--- src/rtl/core/gf256_share_lsb_embed_core_assert.svh ---
// Assertion macros shared by the share embedding core and its multiplier.
// Depends on nothing; each file that asserts includes it by name.
`ifndef GF256_SHARE_LSB_EMBED_CORE_ASSERT_SVH
`define GF256_SHARE_LSB_EMBED_CORE_ASSERT_SVH

// The consequent must hold in the same cycle as the antecedent.
`define GSLE_ASSERT_SAME(label, clk, rst_n, ante, cons) \
    label: assert property (@(posedge clk) disable iff (!rst_n) (ante) |-> (cons)) \
        else $error("gsle same-cycle check failed");

// The consequent must hold in the cycle after the antecedent.
`define GSLE_ASSERT_NEXT(label, clk, rst_n, ante, cons) \
    label: assert property (@(posedge clk) disable iff (!rst_n) (ante) |=> (cons)) \
        else $error("gsle next-cycle check failed");

`endif

--- src/rtl/core/gsle_pkg.sv ---
// Shared types, codes and GF(2^8) helpers for the share embedding core.
// Depends on nothing; used by gsle_mac and gf256_share_lsb_embed_core.
package gsle_pkg;

    localparam int MAX_COEFS_DEF = 8;
    localparam int GF_BITS       = 8;
    localparam int GF_CNT_W      = $clog2(GF_BITS);

    // Low byte of the reduction polynomial 0x163; bit 8 is implied.
    localparam logic [7:0]  GF_POLY_LOW  = 8'h63;
    localparam logic [7:0]  KEEP_HIGH    = 8'hF8;
    localparam logic [15:0] PARITY_TABLE = 16'h6996;

    localparam logic CMD_LOAD  = 1'b0;
    localparam logic CMD_EMBED = 1'b1;

    typedef enum logic [1:0] {
        ST_IDLE,
        ST_HEAD,
        ST_EVAL,
        ST_FINISH
    } gsle_state_t;

    // Multiply by x modulo the reduction polynomial.
    function automatic logic [7:0] gf_xtime(input logic [7:0] a);
        logic [7:0] r;
        r = {a[6:0], 1'b0};
        if (a[7])
        begin
            r = r ^ GF_POLY_LOW;
        end
        return r;
    endfunction

    // Parity of a byte, folded to a nibble and looked up.
    function automatic logic byte_parity(input logic [7:0] t);
        logic [3:0] nib;
        nib = t[7:4] ^ t[3:0];
        return PARITY_TABLE[nib];
    endfunction

endpackage

--- src/rtl/core/gsle_mac.sv ---
// Bit-serial GF(2^8) multiplier, one bit of the multiplier per cycle, MSB first.
// Depends on gsle_pkg and the assertion macro header.
`include "gf256_share_lsb_embed_core_assert.svh"

module gsle_mac (
    input  logic       clk,
    input  logic       rst_n,
    input  logic       start,
    input  logic [7:0] mul_a,
    input  logic [7:0] mul_x,
    output logic       busy,
    output logic       done,
    output logic [7:0] product
);

    logic                          busy_reg, busy_next;
    logic [gsle_pkg::GF_CNT_W-1:0] cnt_reg, cnt_next;
    logic [7:0]                    a_reg, a_next;
    logic [7:0]                    x_sh_reg, x_sh_next;
    logic [7:0]                    acc_reg, acc_next;
    logic [7:0]                    acc_step;

    assign acc_step = gsle_pkg::gf_xtime(acc_reg) ^ (x_sh_reg[7] ? a_reg : 8'h00);
    assign done     = busy_reg && (cnt_reg == '0);
    assign busy     = busy_reg;
    assign product  = acc_step;

    always_comb
    begin
        busy_next = busy_reg;
        cnt_next  = cnt_reg;
        a_next    = a_reg;
        x_sh_next = x_sh_reg;
        acc_next  = acc_reg;
        if (start)
        begin
            busy_next = 1'b1;
            cnt_next  = gsle_pkg::GF_CNT_W'(gsle_pkg::GF_BITS - 1);
            a_next    = mul_a;
            x_sh_next = mul_x;
            acc_next  = 8'h00;
        end
        else if (busy_reg)
        begin
            acc_next  = acc_step;
            x_sh_next = {x_sh_reg[6:0], 1'b0};
            cnt_next  = cnt_reg - 1'b1;
            if (cnt_reg == '0)
            begin
                busy_next = 1'b0;
            end
        end
    end

    always_ff @(posedge clk or negedge rst_n)
    begin
        if (!rst_n)
        begin
            busy_reg <= 1'b0;
            cnt_reg  <= '0;
        end
        else
        begin
            busy_reg <= busy_next;
            cnt_reg  <= cnt_next;
        end
    end

    always_ff @(posedge clk)
    begin
        a_reg    <= a_next;
        x_sh_reg <= x_sh_next;
        acc_reg  <= acc_next;
    end

    `GSLE_ASSERT_SAME(a_mac_start_free, clk, rst_n, start, !busy_reg || done)
    `GSLE_ASSERT_NEXT(a_mac_start_busy, clk, rst_n, start, busy_reg && (cnt_reg != '0))
    `GSLE_ASSERT_NEXT(a_mac_keeps_busy, clk, rst_n, busy_reg && (cnt_reg != '0), busy_reg)

endmodule

--- src/rtl/core/gf256_share_lsb_embed_core.sv ---
// Top level of the GF(2^8) share embedding core: coefficient store, sequencer
// and output register. Depends on gsle_pkg, gsle_mac and the assertion header.
//
// This core computes one Shamir share t = s0 + s1*x + ... + s(k-1)*x^(k-1)
// over GF(2^8) (reduction polynomial 0x163) in Horner order and hides it in
// the low bits of a 2x2 pixel block. A load word (cmd = 0) writes secret_byte
// into coefficient slot coef_index; slots at or above
// MAX_COEFS are ignored. An embed word (cmd = 1) produces one result word:
// out_w, out_v keep bits 7:3 and carry t[7:5] and t[4:2], out_u keeps bits
// 7:3 and carries the parity of t at bit 2 and t[1:0] below it; out_x and
// share_value return x and t. The register coef_count sets k and is
// saturated to MAX_COEFS; it must be written only while the core is idle.
// Every coefficient slot below k must have been loaded before an embed word.
// An embed word occupies the core for a head state that reads the leading
// coefficient, one pass of the bit-serial multiplier per Horner step (one
// bit of x per cycle), and a finish state that hands the result to the
// output register; with k zero it goes straight to the finish state. The
// output register lets the next word be accepted while a result still waits.
`include "gf256_share_lsb_embed_core_assert.svh"

module gf256_share_lsb_embed_core #(
    parameter int MAX_COEFS = gsle_pkg::MAX_COEFS_DEF
) (
    input  logic       clk,
    input  logic       rst_n,

    input  logic       cfg_wr_en,
    input  logic [3:0] cfg_wr_data,

    input  logic       in_valid,
    output logic       in_stall,
    input  logic       cmd,
    input  logic [2:0] coef_index,
    input  logic [7:0] secret_byte,
    input  logic [7:0] pixel_x,
    input  logic [7:0] pixel_w,
    input  logic [7:0] pixel_v,
    input  logic [7:0] pixel_u,

    output logic       out_valid,
    input  logic       out_stall,
    output logic [7:0] out_x,
    output logic [7:0] out_w,
    output logic [7:0] out_v,
    output logic [7:0] out_u,
    output logic [7:0] share_value
);

    localparam int IDXW = $clog2(MAX_COEFS);
    // Wide enough for both the 4-bit register and MAX_COEFS itself.
    localparam int CW   = ($clog2(MAX_COEFS + 1) > 4) ? $clog2(MAX_COEFS + 1) : 4;

    gsle_pkg::gsle_state_t state_reg, state_next;

    logic [3:0]      coef_count_reg;
    logic [IDXW-1:0] i_reg, i_next;
    logic [7:0]      t_reg, t_next;
    logic [7:0]      x_reg, w_reg, v_reg, u_reg;
    logic [7:0]      rd_data_reg;
    logic [7:0]      store_mem [MAX_COEFS];

    logic [CW-1:0]   cnt_ext, k_sat, k_m1;
    logic            in_accept;
    logic            store_we;
    logic [IDXW-1:0] wr_addr;

    logic            mac_start;
    logic [7:0]      mac_a;
    logic            mac_busy;
    logic            mac_done;
    logic [7:0]      mac_product;

    logic            out_load;
    logic            out_valid_reg;
    logic [7:0]      out_x_reg, out_w_reg, out_v_reg, out_u_reg, share_reg;

    // New words are taken only between embed operations.
    assign in_stall  = (state_reg != gsle_pkg::ST_IDLE);
    assign in_accept = in_valid && !in_stall;

    assign cnt_ext = CW'(coef_count_reg);
    assign k_sat   = (cnt_ext > CW'(MAX_COEFS)) ? CW'(MAX_COEFS) : cnt_ext;
    assign k_m1    = k_sat - 1'b1;

    assign store_we = in_accept && (cmd == gsle_pkg::CMD_LOAD)
                      && (32'(coef_index) < MAX_COEFS);
    assign wr_addr  = IDXW'(coef_index);

    // Sequencer. i_reg names the coefficient that the next Horner step adds;
    // the store is read at i_next so the registered read data is ready when
    // the multiplier finishes.
    always_comb
    begin
        state_next = state_reg;
        i_next     = i_reg;
        t_next     = t_reg;
        mac_start  = 1'b0;
        mac_a      = rd_data_reg;
        out_load   = 1'b0;
        case (state_reg)
            gsle_pkg::ST_IDLE:
            begin
                if (in_accept && (cmd == gsle_pkg::CMD_EMBED))
                begin
                    if (k_sat == '0)
                    begin
                        t_next     = 8'h00;
                        state_next = gsle_pkg::ST_FINISH;
                    end
                    else
                    begin
                        i_next     = k_m1[IDXW-1:0];
                        state_next = gsle_pkg::ST_HEAD;
                    end
                end
            end
            gsle_pkg::ST_HEAD:
            begin
                // The leading coefficient has arrived from the store.
                t_next = rd_data_reg;
                if (i_reg == '0)
                begin
                    state_next = gsle_pkg::ST_FINISH;
                end
                else
                begin
                    i_next     = i_reg - 1'b1;
                    mac_start  = 1'b1;
                    mac_a      = rd_data_reg;
                    state_next = gsle_pkg::ST_EVAL;
                end
            end
            gsle_pkg::ST_EVAL:
            begin
                if (mac_done)
                begin
                    t_next = mac_product ^ rd_data_reg;
                    if (i_reg == '0)
                    begin
                        state_next = gsle_pkg::ST_FINISH;
                    end
                    else
                    begin
                        i_next    = i_reg - 1'b1;
                        mac_start = 1'b1;
                        mac_a     = mac_product ^ rd_data_reg;
                    end
                end
            end
            gsle_pkg::ST_FINISH:
            begin
                // Wait until the output register is free or being emptied.
                if (!out_valid_reg || !out_stall)
                begin
                    out_load   = 1'b1;
                    state_next = gsle_pkg::ST_IDLE;
                end
            end
            default:
            begin
                state_next = gsle_pkg::ST_IDLE;
            end
        endcase
    end

    always_ff @(posedge clk or negedge rst_n)
    begin
        if (!rst_n)
        begin
            state_reg      <= gsle_pkg::ST_IDLE;
            coef_count_reg <= 4'd2;
            i_reg          <= '0;
            out_valid_reg  <= 1'b0;
        end
        else
        begin
            state_reg <= state_next;
            i_reg     <= i_next;
            if (cfg_wr_en)
            begin
                coef_count_reg <= cfg_wr_data;
            end
            if (out_load)
            begin
                out_valid_reg <= 1'b1;
            end
            else if (!out_stall)
            begin
                out_valid_reg <= 1'b0;
            end
        end
    end

    // Coefficient store: one write port, one registered read port.
    always_ff @(posedge clk)
    begin
        if (store_we)
        begin
            store_mem[wr_addr] <= secret_byte;
        end
        rd_data_reg <= store_mem[i_next];
    end

    always_ff @(posedge clk)
    begin
        t_reg <= t_next;
        if (in_accept && (cmd == gsle_pkg::CMD_EMBED))
        begin
            x_reg <= pixel_x;
            w_reg <= pixel_w;
            v_reg <= pixel_v;
            u_reg <= pixel_u;
        end
        if (out_load)
        begin
            out_x_reg <= x_reg;
            out_w_reg <= (w_reg & gsle_pkg::KEEP_HIGH) | {5'b0, t_reg[7:5]};
            out_v_reg <= (v_reg & gsle_pkg::KEEP_HIGH) | {5'b0, t_reg[4:2]};
            out_u_reg <= (u_reg & gsle_pkg::KEEP_HIGH)
                         | {5'b0, gsle_pkg::byte_parity(t_reg), t_reg[1:0]};
            share_reg <= t_reg;
        end
    end

    gsle_mac u_mac (
        .clk     (clk),
        .rst_n   (rst_n),
        .start   (mac_start),
        .mul_a   (mac_a),
        .mul_x   (x_reg),
        .busy    (mac_busy),
        .done    (mac_done),
        .product (mac_product)
    );

    assign out_valid   = out_valid_reg;
    assign out_x       = out_x_reg;
    assign out_w       = out_w_reg;
    assign out_v       = out_v_reg;
    assign out_u       = out_u_reg;
    assign share_value = share_reg;

    `GSLE_ASSERT_SAME(a_eval_has_mac, clk, rst_n, state_reg == gsle_pkg::ST_EVAL, mac_busy)
    `GSLE_ASSERT_SAME(a_load_in_finish, clk, rst_n, out_load, state_reg == gsle_pkg::ST_FINISH)
    `GSLE_ASSERT_NEXT(a_index_steps_down, clk, rst_n, mac_start, i_reg == $past(i_reg) - 1'b1)

endmodule
--- config.mk ---
export PLATFORM = sky130hd
export DESIGN_NAME = gf256_share_lsb_embed_core
export DESIGN_NICKNAME = d
export VERILOG_FILES = /design/src/rtl/core/gsle_pkg.sv /design/src/rtl/core/gsle_mac.sv /design/src/rtl/core/gf256_share_lsb_embed_core.sv
export VERILOG_INCLUDE_DIRS = /design/src /design/src/rtl/core
export SDC_FILE = /design/constraint.sdc
export NUM_CORES = 1
export LEC_CHECK = 0
export BUFFER_PORTS_ARGS = -buffer_cell sky130_fd_sc_hd__buf_2
export CAP_MARGIN = 30
export CORE_MARGIN = 1.5
export CORE_UTILIZATION = 45
export CTS_CLUSTER_SIZE = 14
export DETAILED_ROUTE_END_ITERATION = 10
export PLACE_DENSITY = 0.67
export SLEW_MARGIN = 20
export SYNTH_ARGS = -nofsm -noshare
export SYNTH_HDL_FRONTEND = slang
export SYNTH_SLANG_ARGS = --single-unit
export TNS_END_PERCENT = 100
--- constraint.sdc ---
create_clock -name clk -period 9.58 [get_ports clk]
set_input_delay 0.479 -clock clk [delete_from_list [all_inputs] [get_ports clk]]
set_output_delay 0.479 -clock clk [all_outputs]
set_load 0.1 [all_outputs]
### Yosys cells after proc, flatten, opt, wreduce, memory -nomap -nowiden

Memories as Yosys holds them, arrays and structs flattened. A register that Yosys moved wholly into a read port is not among the register bits.
Cells that the tools add are included.

| cells by class | value |
|---|---|
| $mul | 0 |
| div/mod/pow operators | 0 |
| equal/unequal tests | 9 |
| $add $sub $neg | 3 |
| shift-type cells | 0 |
| bitwise gates (word level) | 8 |
| mux-type cells | 39 |
| magnitude comparators | 2 |
| reductions and logical operators | 17 |

Operators by type and width:

| operator | number |
|---|---|
| $mux W8 | 9 |
| $or A8 B3 Y8 | 3 |
| $pmux W8 S3 | 1 |
| $mux W3 | 6 |
| $xor A8 B8 Y8 | 2 |
| $mux W1 | 13 |
| $mux W2 | 5 |
| $ne A2 B2 Y1 const B | 5 |
| $pmux W3 S3 | 1 |
| $sub A3 B1 Y3 const B | 3 |
| $pmux W2 S4 | 1 |
| $reduce_and A4 Y1 | 2 |
| $mux W7 | 1 |
| $logic_not A3 Y1 | 2 |
| $lt A4 B5 Y1 const B | 1 |
| $eq A2 B2 Y1 const B | 2 |
| $gt A4 B4 Y1 const B | 1 |
| $logic_and A1 B1 Y1 | 4 |
| $logic_not A4 Y1 | 1 |
| $mux W4 | 1 |
| $not A4 Y4 | 1 |
| $reduce_bool A2 Y1 | 2 |
| $xor A4 B4 Y4 | 1 |
| $logic_not A1 Y1 | 3 |
| other kinds (7) | 7 |

| storage, ports and cells | value |
|---|---|
| input bits | 53 |
| logic and storage cells | 99 |
| output and inout port bits | 42 |
| memory bits (writable) | 64 |
| latch bits | 0 |
| memories kept | 2 |
| register bits | 118 |
| memory bits (read-only) | 16 |

Memories:

| memory | words | bits a word | rd ports | clocked after Yosys merged registers in | write ports | RTL line | RTL |
|---|---|---|---|---|---|---|---|
| store_mem | 8 | 8 | 1 | 1 | 1 | gf256_share_lsb_embed_core.sv:60 | `logic [7:0] store_mem [MAX_COEFS];` |
| (name not given) | 16 | 1 | 1 | 0 | 0 | gsle_pkg.sv:39 | `return PARITY_TABLE[nib];` |

### Longest topological paths before layout

| depth | value |
|---|---|
| word-level depth | 7 |
| gate-level depth with buffers | 11 |
| depth with buffers taken out | 8 |

### Modules after synthesis

From an unflattened synthesis, not the netlist that was laid out.

| unflattened totals | value |
|---|---|
| cells, all modules | 429 |
| area, all modules | 7050.5 µm² |

Modules (own cells, without submodules):

| module | area an instance (µm²) | cells an instance | seq. area each (µm²) | instances |
|---|---|---|---|---|
| gf256_share_lsb_embed_core | 5704.2 | 324 | 4225.3 | 1 |
| gsle_mac | 1346.3 | 105 | 740.7 | 1 |

### Worst setup path before layout

OpenSTA, ideal clock, no wires.

| timing path | value |
|---|---|
| path type | register to register |
| start | reg state_reg[1] |
| end | reg t_reg[0] (enable) |
| path slack | 6.171 ns |
| required time | 9.161 ns |
| clock period less this slack | 3.409 ns |
| stages on the path, launching flop included | 6 |
| buffers on the path | 0 |
| library setup time | 0.419 ns |
| arrival time | 2.990 ns |
| path through | dfrtp_1 inv_1 ha_1 inv_1 a21oi_1 a2111oi_0 |

| on the way | value |
|---|---|
| word-level cells in the longest chain between the ends | 6 |
| elaborated cells on any way between the ends | 12 |
| those cells by class | 5 x eq/ne; 7 x reduce/logical |

RTL lines:

| what | RTL line | RTL |
|---|---|---|
| from (decl) | gf256_share_lsb_embed_core.sv:53 | `gsle_pkg::gsle_state_t state_reg, state_next;` |
| from (signal assigned) | gf256_share_lsb_embed_core.sv:170 | `state_reg <= gsle_pkg::ST_IDLE;` |
| from (signal assigned) | gf256_share_lsb_embed_core.sv:177 | `state_reg <= state_next;` |
| $reduce_bool A2 Y1 | gf256_share_lsb_embed_core.sv:78 | `assign in_stall = (state_reg != gsle_pkg::ST_IDLE);` |
| via in_stall | gf256_share_lsb_embed_core.sv:31 | `output logic in_stall,` |
| $logic_not A1 Y1 | gf256_share_lsb_embed_core.sv:79 | `assign in_accept = in_valid && !in_stall;` |
| $logic_and A1 B1 Y1 | gf256_share_lsb_embed_core.sv:79 |  |
| $logic_and A1 B1 Y1 | gf256_share_lsb_embed_core.sv:103 | `if (in_accept && (cmd == gsle_pkg::CMD_EMBED))` |
| $ne A2 B2 Y1 (no source line) | n/a |  |
| $reduce_and A4 Y1 (no source line) | n/a |  |
| to (signal assigned) | gf256_share_lsb_embed_core.sv:206 | `t_reg <= t_next;` |
| to (decl) | gf256_share_lsb_embed_core.sv:57 | `logic [7:0] t_reg, t_next;` |

The timed path passes the listed nets, and every way through them passes these cells.
A chain may end at the register's enable or synchronous reset.

### Worst setup path after layout

| timing path | value |
|---|---|
| start | reg state_reg[0] |
| end | reg u_mac.x_sh_reg[0], data pin |

| on the way | value |
|---|---|
| word-level cells in the longest chain between the ends | 3 |
| elaborated cells on any way between the ends | 4 |
| those cells by class | 2 x eq/ne; 2 x mux |

RTL lines:

| what | RTL line | RTL |
|---|---|---|
| $eq A2 B2 Y1 / $eq A2 B1 Y1 (equally long branches) | gf256_share_lsb_embed_core.sv:100 | `case (state_reg)` |
| $pmux W1 S2 * | gf256_share_lsb_embed_core.sv:100 |  |
| $mux W8 * | gsle_mac.sv:35 | `if (start)` |
| to (signal assigned) | gsle_mac.sv:72 | `x_sh_reg <= x_sh_next;` |
| to (decl) | gsle_mac.sv:19 | `logic [7:0] x_sh_reg, x_sh_next;` |

Mark *: on every way between the ends. The rest lies on a longest branch, timed or not.

==> results.ini <==
[status]
status = completed

[global_route]
antenna_found_initial = 0
grt_pass1_vias = 4998
grt_pass1_wl_um = 25200
gr-total-overflow = 0
grt.total_usage_pct = 18.3
grt_max_degree = 38

[timing]
maxSlewViolCount = 0
skew_ns = 0.00820
fin_crit_ns = 3.17
hold_viol = 0
tns_ns = 0
max_freq_ghz = 0.315
worst_slew_pin_slew_ns = 0.845
slew-limit-headroom_pct = 43.5
setup_viol = 0
grt_setup_unrepaired = no
fin_crit_sh_pct = 33.1

[synthesis]
ys_ff_latch = 173
synth.avg_cell_area_um2 = 13.5
synth_top_cell_area_share_pct = 56.2
synth_top_area_cell = edfxtp_1
ys_seq_area_share_pct = 65.0
yosys-top-cells-area = edfxtp_1 56%, o211ai_1 9.4%, dfrtp_1 4.3%
yosys_warnings = 0
synth_nets = 627
ys_types = 51
synthFlopType = edfxtp_1
synthCells = 564
synth_edf_count = 143
synthArstFlopShare_pct = 8.09
synth_area_mm2 = 0.00763

[routing]
drt_iter0_markers = 467
vias_per_cell = 5.58
drc = 0
vias = 4824
wl_um = 15400
drt-pass1-iter-count = 5
wl_per_cell_um = 17.8
ant_nets = 0

[place]
dp.cells = 830
io_buffer_count = 85
post-dp-hpwl_um = 9930
place_congestion = 0.779

[cts]
cts_buffers = 17
post_cts_buffers = 0
cts_num_sinks = 173
holdBufCountCts = 1
cts_tree = built
post_cts_resized = 0
clock_latency_ns = 0.42
cts-root-buf = clkbuf_16
clkTransAtPathRegs_ns = 0.07
htree_levels = 4
max-clock-path-buffers = 2

[setup_path]
start_kind = flip-flop
crit_slowest_cell = clkinv_1
critPathMaxFanout = 24
arrival_ns = 3.35
cp.buffers_inverters = 2
required_ns = 9.76
cpPeakStageDelay_ns = 0.78
endpoint_kind = flip-flop
path_cells = inv_1, ha_1, nand4b_1, nand2_1, nand3_1, clkinv_1, and2_1
path_class = reg2reg
crit_family = simple AND/OR/NAND/NOR gates

[finish]
finish.utilization_pct = 53.0
largest-register = store_mem
fill_cells = 1420
nNetsFinal = 695
seqCellArea_mm2 = 0.00497
fin_cells = 865
syn2layout_area_growth_pct = 15.2
drive_gt1_share_pct = 23.4
multi_input_area_mm2 = 0.00238
n_antenna_cell = 0
largest_register_ff_count = 64

[floorplanning]
core_area_mm2 = 0.0166
rows = 47
dieArea_mm2 = 0.0178
ios = 95
die_width_um = 133
start_util_pct = 46.0
die_h_um = 133

[power]
p_leak_nw = 3.09
p_total_w = 0.00328
power.density_mw_per_mm2 = 373
ir_worst_vdd_mv = 0.259

[job]
cap_violations = 0

[hold_path]
worst_hold_path_type = in2reg

## per-stage QoR
stage               hold slack, ns  worst slack, ns  area, um^2
global placement             0.394             6.02        8140
detailed placement           0.395             6.11        8180
global route                 0.197             6.17        8790
floorplan                    0.183             6.17        7630
finish                       0.224             6.41        8790
CTS                          0.205             6.05        8750
## path summary, 6_finish.rpt
| path | start | end | slack (ns) | cells after the start |
|---|---|---|---|---|
| setup / recovery | state_reg[0] | u_mac.x_sh_reg[0] | 6.41 | 7 |
| hold / removal | pixel_u[7] | u_reg[7] | 0.22 | 1 |
| setup reg to reg | state_reg[0] | u_mac.x_sh_reg[0] | 6.41 | 7 |
| hold reg to reg | u_reg[5] | out_u[5] | 0.42 | 0 |
| max in group asynchronous | rst_n | cnt_ext[1] | 8.80 | 2 |
| min in group asynchronous | rst_n | state_reg[1] | 0.49 | 2 |
## final cells by class
cell class                 instances  area share (%)
sequential                       173            56.5
multi-input combinational        329            27.1
timing repair buffer              97            6.35
clock buffer                      17            4.84
tap                              220            3.13
clock inverter                    15            1.54
inverter                          14           0.598
## synth_stat cells, drive strengths merged (2+ instances only)
| cell type | n |
|---|---|
| dfrtp | 13 |
| nand2b | 11 |
| nand3 | 34 |
| clkinv | 2 |
| o21ai | 6 |
| mux2 | 5 |
| xnor2 | 23 |
| a211oi | 6 |
| a2111oi | 2 |
| nand3b | 3 |
| mux4 | 8 |
| xor2 | 12 |
| buf | 23 |
| edfxtp | 143 |
| nor3 | 2 |
| ha | 10 |
| o211ai | 96 |
| nor2 | 26 |
| dfxtp | 16 |
| mux2i | 3 |
| and2 | 2 |
| or3 | 2 |
| nand2 | 47 |
| a22oi | 7 |
| inv | 12 |
| clkbuf | 25 |
| nand4 | 2 |
| a21oi | 7 |
| o21a | 2 |
## per-layer routing
metal	share of wire [%]	wire [um]	vias to the layer above	track usage, %
met5	0	0	-	0
met4	1.2	191	0	6.10
met3	6.6	1010	20	5.48
met2	52	7920	190	31.4
met1	41	6230	2342	22.1
li1	-	-	2272	-
## layout by cell type (no fill, tap or decap), drive strengths merged, types with 11 or more instances in the layout
master	Yosys	routed
buf	23	96
clkbuf	25	17
dfrtp	13	13
dfxtp	16	16
edfxtp	143	143
inv	12	18
nand2	47	47
nand2b	11	11
nand3	34	34
nor2	26	26
o211ai	96	96
xnor2	23	23
xor2	12	12
## logic make-up after synthesis
family          Yosys count  synth area share (%)
compound gates          133                  13.4
xor+xnor                 35                  4.02
fa+ha+maj                10                  1.64
buf+inv                  62                  4.08
flops                   173                  65.0
mux                      16                  3.49
simple gates            135                  8.31
## where the power goes
group	switching [W]	internal [W]	total (W)
combinational	0.00102	0.000469	0.00149
clock	0.000291	0.000361	0.000652
sequential	0.000103	0.00104	0.00114
## worst reg2reg max path, cell delays in order (launching register included)
cell and delay [ns]:
dfrtp_1 0.38, inv_1 0.11, ha_1 0.38, nand4b_1 0.28, nand2_1 0.15, nand3_1 0.42, clkinv_1 0.78, and2_1 0.44
(Power assumes the default switching activity.)
